`config.mk`:
```
export PLATFORM = sky130hd
export DESIGN_NAME = arm_instruction_class_decoder_flat
export DESIGN_NICKNAME = d
export VERILOG_FILES = /design/src/rtl/core/aicd_pkg.sv /design/src/rtl/core/aicd_in_if.sv /design/src/rtl/core/aicd_out_if.sv /design/src/rtl/core/arm_instruction_class_decoder.sv /design/src/rtl/core/aicd_classify.sv /design/src/rtl/core/aicd_fields.sv /design/src/flat_wrapper.sv
export SDC_FILE = /design/constraint.sdc
export NUM_CORES = 1
export LEC_CHECK = 0
export BUFFER_PORTS_ARGS = -buffer_cell sky130_fd_sc_hd__buf_2
export CORE_UTILIZATION = 25
export DETAILED_ROUTE_END_ITERATION = 8
export PLACE_DENSITY_LB_ADDON = 0.08
export SLEW_MARGIN = 5
export SYNTH_ARGS = -nofsm -noshare
export SYNTH_HDL_FRONTEND = slang
export SYNTH_SLANG_ARGS = --single-unit
export TNS_END_PERCENT = 30
```
`constraint.sdc`:
```
create_clock -name clk -period 10.7 [get_ports clk]
set_input_delay 0.535 -clock clk [delete_from_list [all_inputs] [get_ports clk]]
set_output_delay 0.535 -clock clk [all_outputs]
set_load 0.05 [all_outputs]
```
`src/rtl/core/aicd_pkg.sv`:
```
`timescale 1ns / 1ps

package aicd_pkg;

  // instruction class codes
  localparam logic [5:0] CLS_BX       = 6'd0;
  localparam logic [5:0] CLS_B        = 6'd1;
  localparam logic [5:0] CLS_BL       = 6'd2;
  localparam logic [5:0] CLS_AND      = 6'd3;
  localparam logic [5:0] CLS_MVN      = 6'd18;
  localparam logic [5:0] CLS_MRS      = 6'd19;
  localparam logic [5:0] CLS_MSR      = 6'd20;
  localparam logic [5:0] CLS_MSR_FLG  = 6'd21;
  localparam logic [5:0] CLS_MUL      = 6'd22;
  localparam logic [5:0] CLS_MLA      = 6'd23;
  localparam logic [5:0] CLS_SMULL    = 6'd24;
  localparam logic [5:0] CLS_SMLAL    = 6'd25;
  localparam logic [5:0] CLS_UMULL    = 6'd26;
  localparam logic [5:0] CLS_UMLAL    = 6'd27;
  localparam logic [5:0] CLS_LDR      = 6'd28;
  localparam logic [5:0] CLS_STR      = 6'd29;
  localparam logic [5:0] CLS_LDRH     = 6'd30;
  localparam logic [5:0] CLS_STRH     = 6'd31;
  localparam logic [5:0] CLS_LDRSB    = 6'd32;
  localparam logic [5:0] CLS_LDRSH    = 6'd33;
  localparam logic [5:0] CLS_LDM      = 6'd34;
  localparam logic [5:0] CLS_STM      = 6'd35;
  localparam logic [5:0] CLS_SWP      = 6'd36;
  localparam logic [5:0] CLS_SWPB     = 6'd37;
  localparam logic [5:0] CLS_SWI      = 6'd38;
  localparam logic [5:0] CLS_CDP      = 6'd39;
  localparam logic [5:0] CLS_LDC      = 6'd40;
  localparam logic [5:0] CLS_STC      = 6'd41;
  localparam logic [5:0] CLS_MRC      = 6'd42;
  localparam logic [5:0] CLS_MCR      = 6'd43;
  localparam logic [5:0] CLS_UNDEF    = 6'd44;
  // table marker, resolved to a data processing opcode afterwards
  localparam logic [5:0] CLS_DATAPROC = 6'd63;

  typedef struct packed {
    logic [31:0] mask;
    logic [31:0] pat;
    logic [5:0]  cls;
  } match_row_t;

  localparam int ROW_COUNT = 31;

  // priority-ordered mask and pattern table, first hit wins
  localparam match_row_t ROWS [ROW_COUNT] = '{
    '{32'h0fff_fff0, 32'h012f_ff10, CLS_BX},
    '{32'h0f00_0000, 32'h0a00_0000, CLS_B},
    '{32'h0f00_0000, 32'h0b00_0000, CLS_BL},
    '{32'h0fe0_00f0, 32'h0000_0090, CLS_MUL},
    '{32'h0fe0_00f0, 32'h0020_0090, CLS_MLA},
    '{32'h0fe0_00f0, 32'h0080_0090, CLS_UMULL},
    '{32'h0fe0_00f0, 32'h00a0_0090, CLS_UMLAL},
    '{32'h0fe0_00f0, 32'h00c0_0090, CLS_SMULL},
    '{32'h0fe0_00f0, 32'h00e0_0090, CLS_SMLAL},
    '{32'h0ff0_0ff0, 32'h0100_0090, CLS_SWP},
    '{32'h0ff0_0ff0, 32'h0140_0090, CLS_SWPB},
    '{32'h0e10_00f0, 32'h0010_00b0, CLS_LDRH},
    '{32'h0e10_00f0, 32'h0000_00b0, CLS_STRH},
    '{32'h0e10_00f0, 32'h0010_00d0, CLS_LDRSB},
    '{32'h0e10_00f0, 32'h0010_00f0, CLS_LDRSH},
    '{32'h0e00_0090, 32'h0000_0090, CLS_UNDEF},
    '{32'h0fbf_0fff, 32'h010f_0000, CLS_MRS},
    '{32'h0fbf_fff0, 32'h0129_f000, CLS_MSR},
    '{32'h0d3f_f000, 32'h0128_f000, CLS_MSR_FLG},
    '{32'h0c00_0000, 32'h0000_0000, CLS_DATAPROC},
    '{32'h0e00_0010, 32'h0600_0010, CLS_UNDEF},
    '{32'h0c10_0000, 32'h0410_0000, CLS_LDR},
    '{32'h0c10_0000, 32'h0400_0000, CLS_STR},
    '{32'h0e10_0000, 32'h0810_0000, CLS_LDM},
    '{32'h0e10_0000, 32'h0800_0000, CLS_STM},
    '{32'h0f00_0000, 32'h0f00_0000, CLS_SWI},
    '{32'h0f00_0010, 32'h0e00_0000, CLS_CDP},
    '{32'h0e10_0000, 32'h0c10_0000, CLS_LDC},
    '{32'h0e10_0000, 32'h0c00_0000, CLS_STC},
    '{32'h0f10_0010, 32'h0e10_0010, CLS_MRC},
    '{32'h0f10_0010, 32'h0e00_0010, CLS_MCR}
  };

  // one decoded result word
  typedef struct packed {
    logic [5:0]  op_class;
    logic [3:0]  cond_code;
    logic [3:0]  dest_reg;
    logic [3:0]  base_reg;
    logic [3:0]  second_reg;
    logic [3:0]  shift_reg;
    logic        set_flags;
    logic [31:0] imm_value;
    logic        reg_operand;
    logic [1:0]  shift_kind;
    logic [4:0]  shift_amount;
    logic [3:0]  mode_bits;
  } dec_t;

endpackage

```
`src/rtl/core/aicd_in_if.sv`:
```
`timescale 1ns / 1ps

interface aicd_in_if;
  logic        valid;
  logic        ready;
  logic [31:0] instr_word;

  modport source (output valid, output instr_word, input ready);
  modport sink   (input valid, input instr_word, output ready);
endinterface

```
`src/rtl/core/aicd_out_if.sv`:
```
`timescale 1ns / 1ps

interface aicd_out_if;
  logic        valid;
  logic        ready;
  logic [5:0]  op_class;
  logic [3:0]  cond_code;
  logic [3:0]  dest_reg;
  logic [3:0]  base_reg;
  logic [3:0]  second_reg;
  logic [3:0]  shift_reg;
  logic        set_flags;
  logic [31:0] imm_value;
  logic        reg_operand;
  logic [1:0]  shift_kind;
  logic [4:0]  shift_amount;
  logic [3:0]  mode_bits;

  modport source (
    output valid, output op_class, output cond_code, output dest_reg, output base_reg,
    output second_reg, output shift_reg, output set_flags, output imm_value,
    output reg_operand, output shift_kind, output shift_amount, output mode_bits,
    input ready
  );
  modport sink (
    input valid, input op_class, input cond_code, input dest_reg, input base_reg,
    input second_reg, input shift_reg, input set_flags, input imm_value,
    input reg_operand, input shift_kind, input shift_amount, input mode_bits,
    output ready
  );
endinterface

```
`src/rtl/core/arm_instruction_class_decoder.sv`:
```
`timescale 1ns / 1ps
// arm instruction class decoder
// a word passes the input register, then the decode, then the result register before the result is valid
// throughput: one word per cycle while results are taken; the decode between the registers is a single pass
// a stalled result holds in the result register; the input register takes one more word
// reset (synchronous, active high) clears both valid flags; payload registers are not reset

module arm_instruction_class_decoder (
  input logic        clk,
  input logic        rst,
  aicd_in_if.sink    inst,
  aicd_out_if.source dec
);

  logic [31:0]    inst_word;
  logic           inst_valid;
  aicd_pkg::dec_t res;
  aicd_pkg::dec_t res_next;
  logic           res_valid;
  logic [5:0]     cls;
  logic           res_ready;
  logic           inst_ready;

  // stage advance
  assign res_ready  = !res_valid || dec.ready;
  assign inst_ready = !inst_valid || res_ready;
  assign inst.ready = inst_ready;

  aicd_classify u_classify (
    .word (inst_word),
    .cls  (cls)
  );

  aicd_fields u_fields (
    .word (inst_word),
    .cls  (cls),
    .dec  (res_next)
  );

  // valid flags
  always_ff @(posedge clk) begin
    if (rst) begin
      inst_valid <= 1'b0;
      res_valid  <= 1'b0;
    end else begin
      if (inst_ready) inst_valid <= inst.valid;
      if (res_ready) res_valid <= inst_valid;
    end
  end

  // payload registers
  always_ff @(posedge clk) begin
    if (inst.valid && inst_ready) inst_word <= inst.instr_word;
    if (inst_valid && res_ready) res <= res_next;
  end

  // result word out
  assign dec.valid        = res_valid;
  assign dec.op_class     = res.op_class;
  assign dec.cond_code    = res.cond_code;
  assign dec.dest_reg     = res.dest_reg;
  assign dec.base_reg     = res.base_reg;
  assign dec.second_reg   = res.second_reg;
  assign dec.shift_reg    = res.shift_reg;
  assign dec.set_flags    = res.set_flags;
  assign dec.imm_value    = res.imm_value;
  assign dec.reg_operand  = res.reg_operand;
  assign dec.shift_kind   = res.shift_kind;
  assign dec.shift_amount = res.shift_amount;
  assign dec.mode_bits    = res.mode_bits;

endmodule

```
`src/rtl/core/aicd_classify.sv`:
```
`timescale 1ns / 1ps

module aicd_classify (
  input  logic [31:0] word,
  output logic [5:0]  cls
);

  localparam int ROW_HITS_W = aicd_pkg::ROW_COUNT;

  logic [ROW_HITS_W-1:0] hit;
  logic                  found;
  logic [5:0]            row_cls;

  // match every row in parallel
  always_comb begin
    for (int i = 0; i < aicd_pkg::ROW_COUNT; i++) begin
      hit[i] = (word & aicd_pkg::ROWS[i].mask) == aicd_pkg::ROWS[i].pat;
    end
  end

  // first matching row wins
  always_comb begin
    found   = 1'b0;
    row_cls = aicd_pkg::CLS_UNDEF;
    for (int i = 0; i < aicd_pkg::ROW_COUNT; i++) begin
      if (!found && hit[i]) begin
        found   = 1'b1;
        row_cls = aicd_pkg::ROWS[i].cls;
      end
    end
  end

  // data processing opcode, compares without s are undefined
  always_comb begin
    if (row_cls == aicd_pkg::CLS_DATAPROC) begin
      if (word[24:23] == 2'b10 && !word[20]) begin
        cls = aicd_pkg::CLS_UNDEF;
      end else begin
        cls = aicd_pkg::CLS_AND + {2'b00, word[24:21]};
      end
    end else begin
      cls = row_cls;
    end
  end

endmodule

```
`src/rtl/core/aicd_fields.sv`:
```
`timescale 1ns / 1ps

module aicd_fields (
  input  logic [31:0]    word,
  input  logic [5:0]     cls,
  output aicd_pkg::dec_t dec
);

  logic [3:0]  f_rd;
  logic [3:0]  f_rn;
  logic [3:0]  f_rm;
  logic [3:0]  f_rs;
  logic [3:0]  f_mode;
  logic [4:0]  rot;
  logic [63:0] rot_src;
  logic [31:0] rot_imm;
  logic        is_cmp;
  logic        is_mov;

  assign f_rd   = word[15:12];
  assign f_rn   = word[19:16];
  assign f_rm   = word[3:0];
  assign f_rs   = word[11:8];
  assign f_mode = word[24:21];

  // 8-bit immediate rotated right by twice the rotate field
  assign rot     = {word[11:8], 1'b0};
  assign rot_src = {24'd0, word[7:0], 24'd0, word[7:0]} >> rot;
  assign rot_imm = rot_src[31:0];

  // tst/teq/cmp/cmn have no rd, mov/mvn have no rn
  assign is_cmp = word[24:23] == 2'b10;
  assign is_mov = word[24] && word[23] && word[21];

  always_comb begin
    dec           = '0;
    dec.op_class  = cls;
    dec.cond_code = word[31:28];
    if (cls == aicd_pkg::CLS_BX) begin
      dec.second_reg = f_rm;
    end else if (cls == aicd_pkg::CLS_B || cls == aicd_pkg::CLS_BL) begin
      dec.imm_value = {{6{word[23]}}, word[23:0], 2'b00};
    end else if (cls >= aicd_pkg::CLS_AND && cls <= aicd_pkg::CLS_MVN) begin
      dec.set_flags = word[20];
      if (!is_cmp) dec.dest_reg = f_rd;
      if (!is_mov) dec.base_reg = f_rn;
      if (word[25]) begin
        dec.imm_value = rot_imm;
      end else begin
        dec.reg_operand = 1'b1;
        dec.second_reg  = f_rm;
        dec.shift_kind  = word[6:5];
        if (word[4]) dec.shift_reg = f_rs;
        else dec.shift_amount = word[11:7];
      end
    end else if (cls == aicd_pkg::CLS_MRS) begin
      dec.dest_reg  = f_rd;
      dec.mode_bits = f_mode;
    end else if (cls == aicd_pkg::CLS_MSR) begin
      dec.second_reg  = f_rm;
      dec.reg_operand = 1'b1;
      dec.mode_bits   = f_mode;
    end else if (cls == aicd_pkg::CLS_MSR_FLG) begin
      dec.mode_bits = f_mode;
      if (word[25]) begin
        dec.imm_value = rot_imm;
      end else begin
        dec.second_reg  = f_rm;
        dec.reg_operand = 1'b1;
      end
    end else if (cls == aicd_pkg::CLS_MUL || cls == aicd_pkg::CLS_MLA) begin
      dec.dest_reg   = f_rn;
      if (cls == aicd_pkg::CLS_MLA) dec.base_reg = f_rd;
      dec.second_reg = f_rm;
      dec.shift_reg  = f_rs;
      dec.set_flags  = word[20];
    end else if (cls >= aicd_pkg::CLS_SMULL && cls <= aicd_pkg::CLS_UMLAL) begin
      dec.dest_reg   = f_rn;
      dec.base_reg   = f_rd;
      dec.second_reg = f_rm;
      dec.shift_reg  = f_rs;
      dec.set_flags  = word[20];
    end else if (cls == aicd_pkg::CLS_LDR || cls == aicd_pkg::CLS_STR) begin
      dec.dest_reg  = f_rd;
      dec.base_reg  = f_rn;
      dec.set_flags = word[20];
      dec.mode_bits = f_mode;
      if (word[25]) begin
        dec.reg_operand  = 1'b1;
        dec.second_reg   = f_rm;
        dec.shift_kind   = word[6:5];
        dec.shift_amount = word[11:7];
      end else begin
        dec.imm_value = {20'd0, word[11:0]};
      end
    end else if (cls >= aicd_pkg::CLS_LDRH && cls <= aicd_pkg::CLS_LDRSH) begin
      dec.dest_reg  = f_rd;
      dec.base_reg  = f_rn;
      dec.set_flags = word[20];
      dec.mode_bits = f_mode;
      if (word[22]) begin
        dec.imm_value = {24'd0, f_rs, f_rm};
      end else begin
        dec.reg_operand = 1'b1;
        dec.second_reg  = f_rm;
      end
    end else if (cls == aicd_pkg::CLS_LDM || cls == aicd_pkg::CLS_STM) begin
      dec.base_reg  = f_rn;
      dec.set_flags = word[20];
      dec.mode_bits = f_mode;
      dec.imm_value = {16'd0, word[15:0]};
    end else if (cls == aicd_pkg::CLS_SWP || cls == aicd_pkg::CLS_SWPB) begin
      dec.dest_reg   = f_rd;
      dec.base_reg   = f_rn;
      dec.second_reg = f_rm;
    end else if (cls == aicd_pkg::CLS_SWI) begin
      dec.imm_value = {8'd0, word[23:0]};
    end else if (cls == aicd_pkg::CLS_CDP) begin
      dec.dest_reg   = f_rd;
      dec.base_reg   = f_rn;
      dec.second_reg = f_rm;
      dec.shift_reg  = f_rs;
      dec.imm_value  = {25'd0, word[23:20], word[7:5]};
    end else if (cls == aicd_pkg::CLS_LDC || cls == aicd_pkg::CLS_STC) begin
      dec.dest_reg  = f_rd;
      dec.base_reg  = f_rn;
      dec.shift_reg = f_rs;
      dec.set_flags = word[20];
      dec.mode_bits = f_mode;
      dec.imm_value = {22'd0, word[7:0], 2'b00};
    end else if (cls == aicd_pkg::CLS_MRC || cls == aicd_pkg::CLS_MCR) begin
      dec.dest_reg   = f_rd;
      dec.base_reg   = f_rn;
      dec.second_reg = f_rm;
      dec.shift_reg  = f_rs;
      dec.set_flags  = word[20];
      dec.imm_value  = {26'd0, word[23:21], word[7:5]};
    end
  end

endmodule

```
`src/flat_wrapper.sv`:
```
// flat-port wrapper written by rule: the top's interface ports become plain ports
module arm_instruction_class_decoder_flat 
  (clk, rst, inst_valid, inst_instr_word, inst_ready, dec_valid, dec_op_class, dec_cond_code, dec_dest_reg, dec_base_reg, dec_second_reg, dec_shift_reg, dec_set_flags, dec_imm_value, dec_reg_operand, dec_shift_kind, dec_shift_amount, dec_mode_bits, dec_ready);
  aicd_in_if inst_i ();
  aicd_out_if dec_i ();
  input logic clk;
  input logic rst;
  input wire logic [$bits(inst_i.valid)-1:0] inst_valid;
  input wire logic [$bits(inst_i.instr_word)-1:0] inst_instr_word;
  output wire logic [$bits(inst_i.ready)-1:0] inst_ready;
  output wire logic [$bits(dec_i.valid)-1:0] dec_valid;
  output wire logic [$bits(dec_i.op_class)-1:0] dec_op_class;
  output wire logic [$bits(dec_i.cond_code)-1:0] dec_cond_code;
  output wire logic [$bits(dec_i.dest_reg)-1:0] dec_dest_reg;
  output wire logic [$bits(dec_i.base_reg)-1:0] dec_base_reg;
  output wire logic [$bits(dec_i.second_reg)-1:0] dec_second_reg;
  output wire logic [$bits(dec_i.shift_reg)-1:0] dec_shift_reg;
  output wire logic [$bits(dec_i.set_flags)-1:0] dec_set_flags;
  output wire logic [$bits(dec_i.imm_value)-1:0] dec_imm_value;
  output wire logic [$bits(dec_i.reg_operand)-1:0] dec_reg_operand;
  output wire logic [$bits(dec_i.shift_kind)-1:0] dec_shift_kind;
  output wire logic [$bits(dec_i.shift_amount)-1:0] dec_shift_amount;
  output wire logic [$bits(dec_i.mode_bits)-1:0] dec_mode_bits;
  input wire logic [$bits(dec_i.ready)-1:0] dec_ready;
  assign inst_i.valid = inst_valid;
  assign inst_i.instr_word = inst_instr_word;
  assign inst_ready = inst_i.ready;
  assign dec_valid = dec_i.valid;
  assign dec_op_class = dec_i.op_class;
  assign dec_cond_code = dec_i.cond_code;
  assign dec_dest_reg = dec_i.dest_reg;
  assign dec_base_reg = dec_i.base_reg;
  assign dec_second_reg = dec_i.second_reg;
  assign dec_shift_reg = dec_i.shift_reg;
  assign dec_set_flags = dec_i.set_flags;
  assign dec_imm_value = dec_i.imm_value;
  assign dec_reg_operand = dec_i.reg_operand;
  assign dec_shift_kind = dec_i.shift_kind;
  assign dec_shift_amount = dec_i.shift_amount;
  assign dec_mode_bits = dec_i.mode_bits;
  assign dec_i.ready = dec_ready;
  arm_instruction_class_decoder u_core (.clk(clk), .rst(rst), .inst(inst_i), .dec(dec_i));
endmodule
```
# After elaboration in Yosys (flattened, before gate mapping)
# Cells that the tools add are included.
# classes
addsub	1
order_cmp	6
n_eq_ne	51
n_shift	1
muxes	166
n_reduce_logical	84
# op_table
op	count
49-bit 2-to-1 mux	16
37-bit 2-to-1 mux	17
44-bit 2-to-1 mux	5
6-bit 2-to-1 mux	33
32-bit 2-to-1 mux	4
4-bit 2-to-1 mux	26
33-bit 2-to-1 mux	3
17-bit 2-to-1 mux	5
6-bit == test (second input constant)	13
8-bit 2-to-1 mux	8
57-bit 2-to-1 mux	1
53-bit 2-to-1 mux	1
12-bit 2-to-1 mux	4
23-bit by 20-bit == test with 1-bit output (second input constant)	2
11-bit by 7-bit == test with 1-bit output (second input constant)	4
6-bit by 5-bit == test with 1-bit output (second input constant)	7
40-bit by 5-bit >> shifter with 32-bit output	1
1-bit logical AND	38
1-bit 2-to-1 mux	35
34-bit 2-to-1 mux	1
1-bit logical NOT	33
16-bit by 13-bit == test with 1-bit output (second input constant)	2
32-bit logical NOT	1
4-bit == test (second input constant)	7
26 further kinds	42
# word_totals
regBits	105
inputBits	36
out_inout_bits	73
wordCells	325

# Depth between registers and ports, before layout
# logic_depth
ltp_word	144
ltp_mapped	14

# Modules after synthesis
# A second synthesis with hierarchy kept.
# unflattened
cells_unflattened	619
area_unflattened_um2	6214.7
# modules_own_cells
mod	n_inst	cells_each	area_per_inst_um2
arm_instruction_class_decoder	1	113	3196.8
aicd_fields	1	389	2285.9
aicd_classify	1	117	732.0

# Worst setup path before layout
# OpenSTA, ideal clock, no wires.
# synth_path
path_type	register -> register
startpoint	register u_core.res_valid (netlist: u_core.dec.valid)
endpoint	register u_core.res (netlist bit u_core.dec.base_reg[0]), enable pin
arrival_ns	3.871
required_ns	10.191
slack_ns	6.319
path_stages_with_launch	3
synth_period_minus_slack_ns	4.381
cell_sequence	dfxtp_1 > nor2b_1 > nor2b_1
# synth_via
elab_chain_cells	3
# synth_lines
element	line	source
from (decl)	arm_instruction_class_decoder.sv:19	logic res_valid;
from (signal assigned)	arm_instruction_class_decoder.sv:47	if (res_ready) res_valid <= inst_valid;
1-bit logical NOT	arm_instruction_class_decoder.sv:25	assign res_ready = !res_valid || dec.ready;
1-bit logical OR	arm_instruction_class_decoder.sv:25	
1-bit logical AND	arm_instruction_class_decoder.sv:54	if (inst_valid && res_ready) res <= res_next;
to (signal assigned)	arm_instruction_class_decoder.sv:54	
to (decl)	arm_instruction_class_decoder.sv:17	aicd_pkg::dec_t res;
# Every way passes these cells.
# A chain may end at the register's enable or synchronous reset.

# Worst setup path in the final report
# layout_path
startpoint	register u_core.inst_word[7]
endpoint	register u_core.res (netlist bit u_core.dec.imm_value[29]) (data pin)
# layout_via
elab_chain_cells	127
elab_cells_between_ends	205
classes_between	6 x order compare; 34 x eq/ne; 1 x shift; 94 x mux; 70 x reduce/logical
# layout_lines
element	line	source
from (decl)	arm_instruction_class_decoder.sv:15	logic [31:0] inst_word;
from (signal assigned)	arm_instruction_class_decoder.sv:53	if (inst.valid && inst_ready) inst_word <= inst.instr_word;
24-bit by 21-bit == test with 1-bit output	aicd_classify.sv:17	hit[i] = (word & aicd_pkg::ROWS[i].mask) == aicd_pkg::ROWS[i].pat;
1-bit 2-to-1 mux	aicd_classify.sv:26	if (!found && hit[i]) begin
1-bit logical NOT	aicd_classify.sv:26	
1-bit logical AND	aicd_classify.sv:26	
1-bit 2-to-1 mux	aicd_classify.sv:26	
1-bit logical NOT	aicd_classify.sv:26	
1-bit logical AND	aicd_classify.sv:26	
1-bit 2-to-1 mux	aicd_classify.sv:26	
[... 86 more ...]	n/a	
via u_core.cls[1]	arm_instruction_class_decoder.sv:20	logic [5:0] cls;
[... 25 more ...]	n/a	
44-bit 2-to-1 mux	aicd_fields.sv:43	end else if (cls >= aicd_pkg::CLS_AND && cls <= aicd_pkg::CLS_MVN) begin
44-bit 2-to-1 mux	aicd_fields.sv:41	end else if (cls == aicd_pkg::CLS_B || cls == aicd_pkg::CLS_BL) begin
44-bit 2-to-1 mux	aicd_fields.sv:39	if (cls == aicd_pkg::CLS_BX) begin
33-bit 2-to-1 mux	aicd_fields.sv:63	end else if (cls == aicd_pkg::CLS_MSR_FLG) begin
37-bit 2-to-1 mux	aicd_fields.sv:59	end else if (cls == aicd_pkg::CLS_MSR) begin
53-bit 2-to-1 mux	aicd_fields.sv:56	end else if (cls == aicd_pkg::CLS_MRS) begin
57-bit 2-to-1 mux	aicd_fields.sv:43	
32-bit 2-to-1 mux	aicd_fields.sv:41	
# Mark *: on every way through the listed nets, which the timed path passes. The rest lies on a longest branch. The select of a mux whose other input is x is not followed.

==> summary.txt <==
Finished Core Util - 0.3067
Number of synthesized register bits - 105
Die Footprint - 0.02432 mm^2
Antenna diodes - 0
VDD IR max - 0.08706 mV
CTS buffer count - 9
Buffer and inverter count on the worst path - 1
Leakage - 0.002579 uW
Synth area leaders - edfxtp_1 (52%), o21ai_0 (3.3%), nor2_1 (2.9%)
Cts hold-fix bufs - 0
First-pass GRT wire length - 31280 um
Skew final - 14.90 ps
Routability cong. - 0.8458
Post-synth top cells - edfxtp_1 (103), nor2_1 (45), o21ai_0 (39)
Max-slew violations - 0
Relative slew slack - 0.3153
Final period util - 0.4386
Drt wl/cell - 21.75 um
Max_cap viols - 0
WL final - 20930 um
Status - finished clean
Delay-heaviest family, CP - simple AND/OR/NAND/NOR gates
Via density - 5.264
Area delta synth->final - 18.62%
Area of the core - 0.02292 mm^2
Number of placement rows - 55
Largest net degree at the start of global routing - 72
Post-CTS Setup Inserts - 0
Arrival @ worst endpoint - 4790 ps
Pre-antenna DRT Iters - 5
Synth Cell Area - 0.005926 mm^2
Share of the synthesized area in the top cell type - 0.5220
Worst Path Required - 10790 ps
Initial Util - 0.2586
Ys flop type - edfxtp_1
Critical path's slowest cell - a32oi_2
Register area share after synthesis - 0.5287
Io pins - 109
Post-cts resize count - 0
CP max stage delay - 830 ps
Drt initial violations - 492
Vias in the first global route - 4968
CP Class - flip-flop to flip-flop
Die X-Extent - 156.0 um
Most common cell in the netlist - edfxtp_1
Post-synth top area cell - edfxtp_1
Synth Warn # - 0
Max Freq - 213.1 MHz
Crit path capture type - flip-flop
Crit path max fanout - 17
Clock Path Buffers - 2
Cells after Synth - 562
Vias - 5064
CTS root buf - clkbuf_16
Power per standard cell area - 152.2 mW/mm^2
Nets@finish - 685
TritonCTS Sinks - 105
Mean Syn Cell Area - 10.54 um^2
DRT antenna net count - 0
H-tree Lvls - 3
Min Hold Slack - 335.3 ps
Total congestion overflow - 0
Sum Neg Setup Slack - 0 ps
Library cells used by synthesis - 68
Vert. Die Dim - 156.0 um
RSZ-0062 raised after global routing - no
Clk slew on worst S/H paths - 90 ps
Ratio of cells with drive above 1 in the final layout - 0.2450
Worst-Margin Slew - 1027 ps
Number of antenna violations at the first check in global routing - 0
Number of synthesized flops with an enable pin - 103
Fin. Hold Viols - 0
Final setup fails - 0
CTS tree - done
DP HPWL - 15190 um
Worst skew pair latency - 370 ps
Syn_nets - 603
Total GRT Usage - 0.1737
Tmin final - 4693 ps
Post-synth ARST share - 0
Cell mode on critical path - nand4_1
Placed cell count - 946
Finished Layout Cells - 962
# DRC - 0
Port bufs - 108
Hold Path Class - input pin to flip-flop
Startpoint types - flip-flop
Cell Chain, Critical Path - or4b_1 > nor4b_1 > nand4_1 > nand4_1 > o2bb2ai_2 > inv_1 > nand3_1 > a32oi_2 > nand2b_1 > o21ai_0
==> final cells by class <==
class | count | area (um^2)
timing repair buffer | 112 | 570.5
tap | 313 | 391.6
multi-input combinational | 396 | 2545
fill | 2413 | 15890
inverter | 20 | 75.07
sequential | 105 | 3133
clock buffer | 9 | 225.2
clock inverter | 7 | 88.84
==> worst paths after layout <==
path | from | endpoint | slack (ps) | cells past startpoint
max | u_core.inst_word[7] | u_core.dec.imm_value[29] | 6010 | 10
min | rst | u_core.dec.valid | 340 | 2
max reg2reg | u_core.inst_word[7] | u_core.dec.imm_value[29] | 6010 | 10
min reg2reg | u_core.inst_word[30] | u_core.dec.cond_code[2] | 420 | 0
==> power breakdown <==
part	total [uW]	leakage, uW	switching [uW]	internal, uW
logic	208	0.00143	147	60.3
clock network	346	0.000153	176	170
registers	516	0.000994	32.0	484
total	1070	0.00258	356	714
==> layout by cell type (no fill, tap or decap), drive strengths merged, types with 5 or more instances in the layout <==
master and n:
buf 112, edfxtp 103, nor2 45, o21ai 41
nand2 32, a21oi 30, inv 25, nand3 18
and2 16, nor3 15, o22ai 14, and3 13
nand2b 12, a31oi 12, nor2b 12, a22o 10
nand4 9, a22oi 9, clkbuf 9, or2 7
mux2 7, a32oi 7, nor3b 6, nor4b 6
ha 5
==> metrics by stage <==
step                power (uW)  instance area, um^2  setup WS, ps
CTS                       1083                 7029          6062
finish                    1070                 7029          6007
detailed placement       732.7                 6715          6061
global placement         732.7                 6715          6232
floorplan                666.9                 5926          6319
global route              1116                 7029          5673
==> per-layer routing <==
layer	wire length, um	vias up	part of all wire	GRT usage
met3	1304	27	0.062	0.03222
met2	9618	213	0.46	0.2676
met4	416	0	0.020	0.05602
met5	0	-	0	0
li1	-	2334	-	-
met1	9588	2490	0.46	0.2441
==> cells by family after synthesis <==
| logic type | count (synthesis) | share of synthesized area |
|---|---|---|
| fa+ha+maj | 5 | 0.01056 |
| buf+inv | 61 | 0.04371 |
| xor+xnor | 2 | 0.002957 |
| flops | 105 | 0.5287 |
| compound gates | 168 | 0.2004 |
| simple gates | 210 | 0.1936 |
| mux | 11 | 0.02006 |
(Power assumes the default switching activity.)
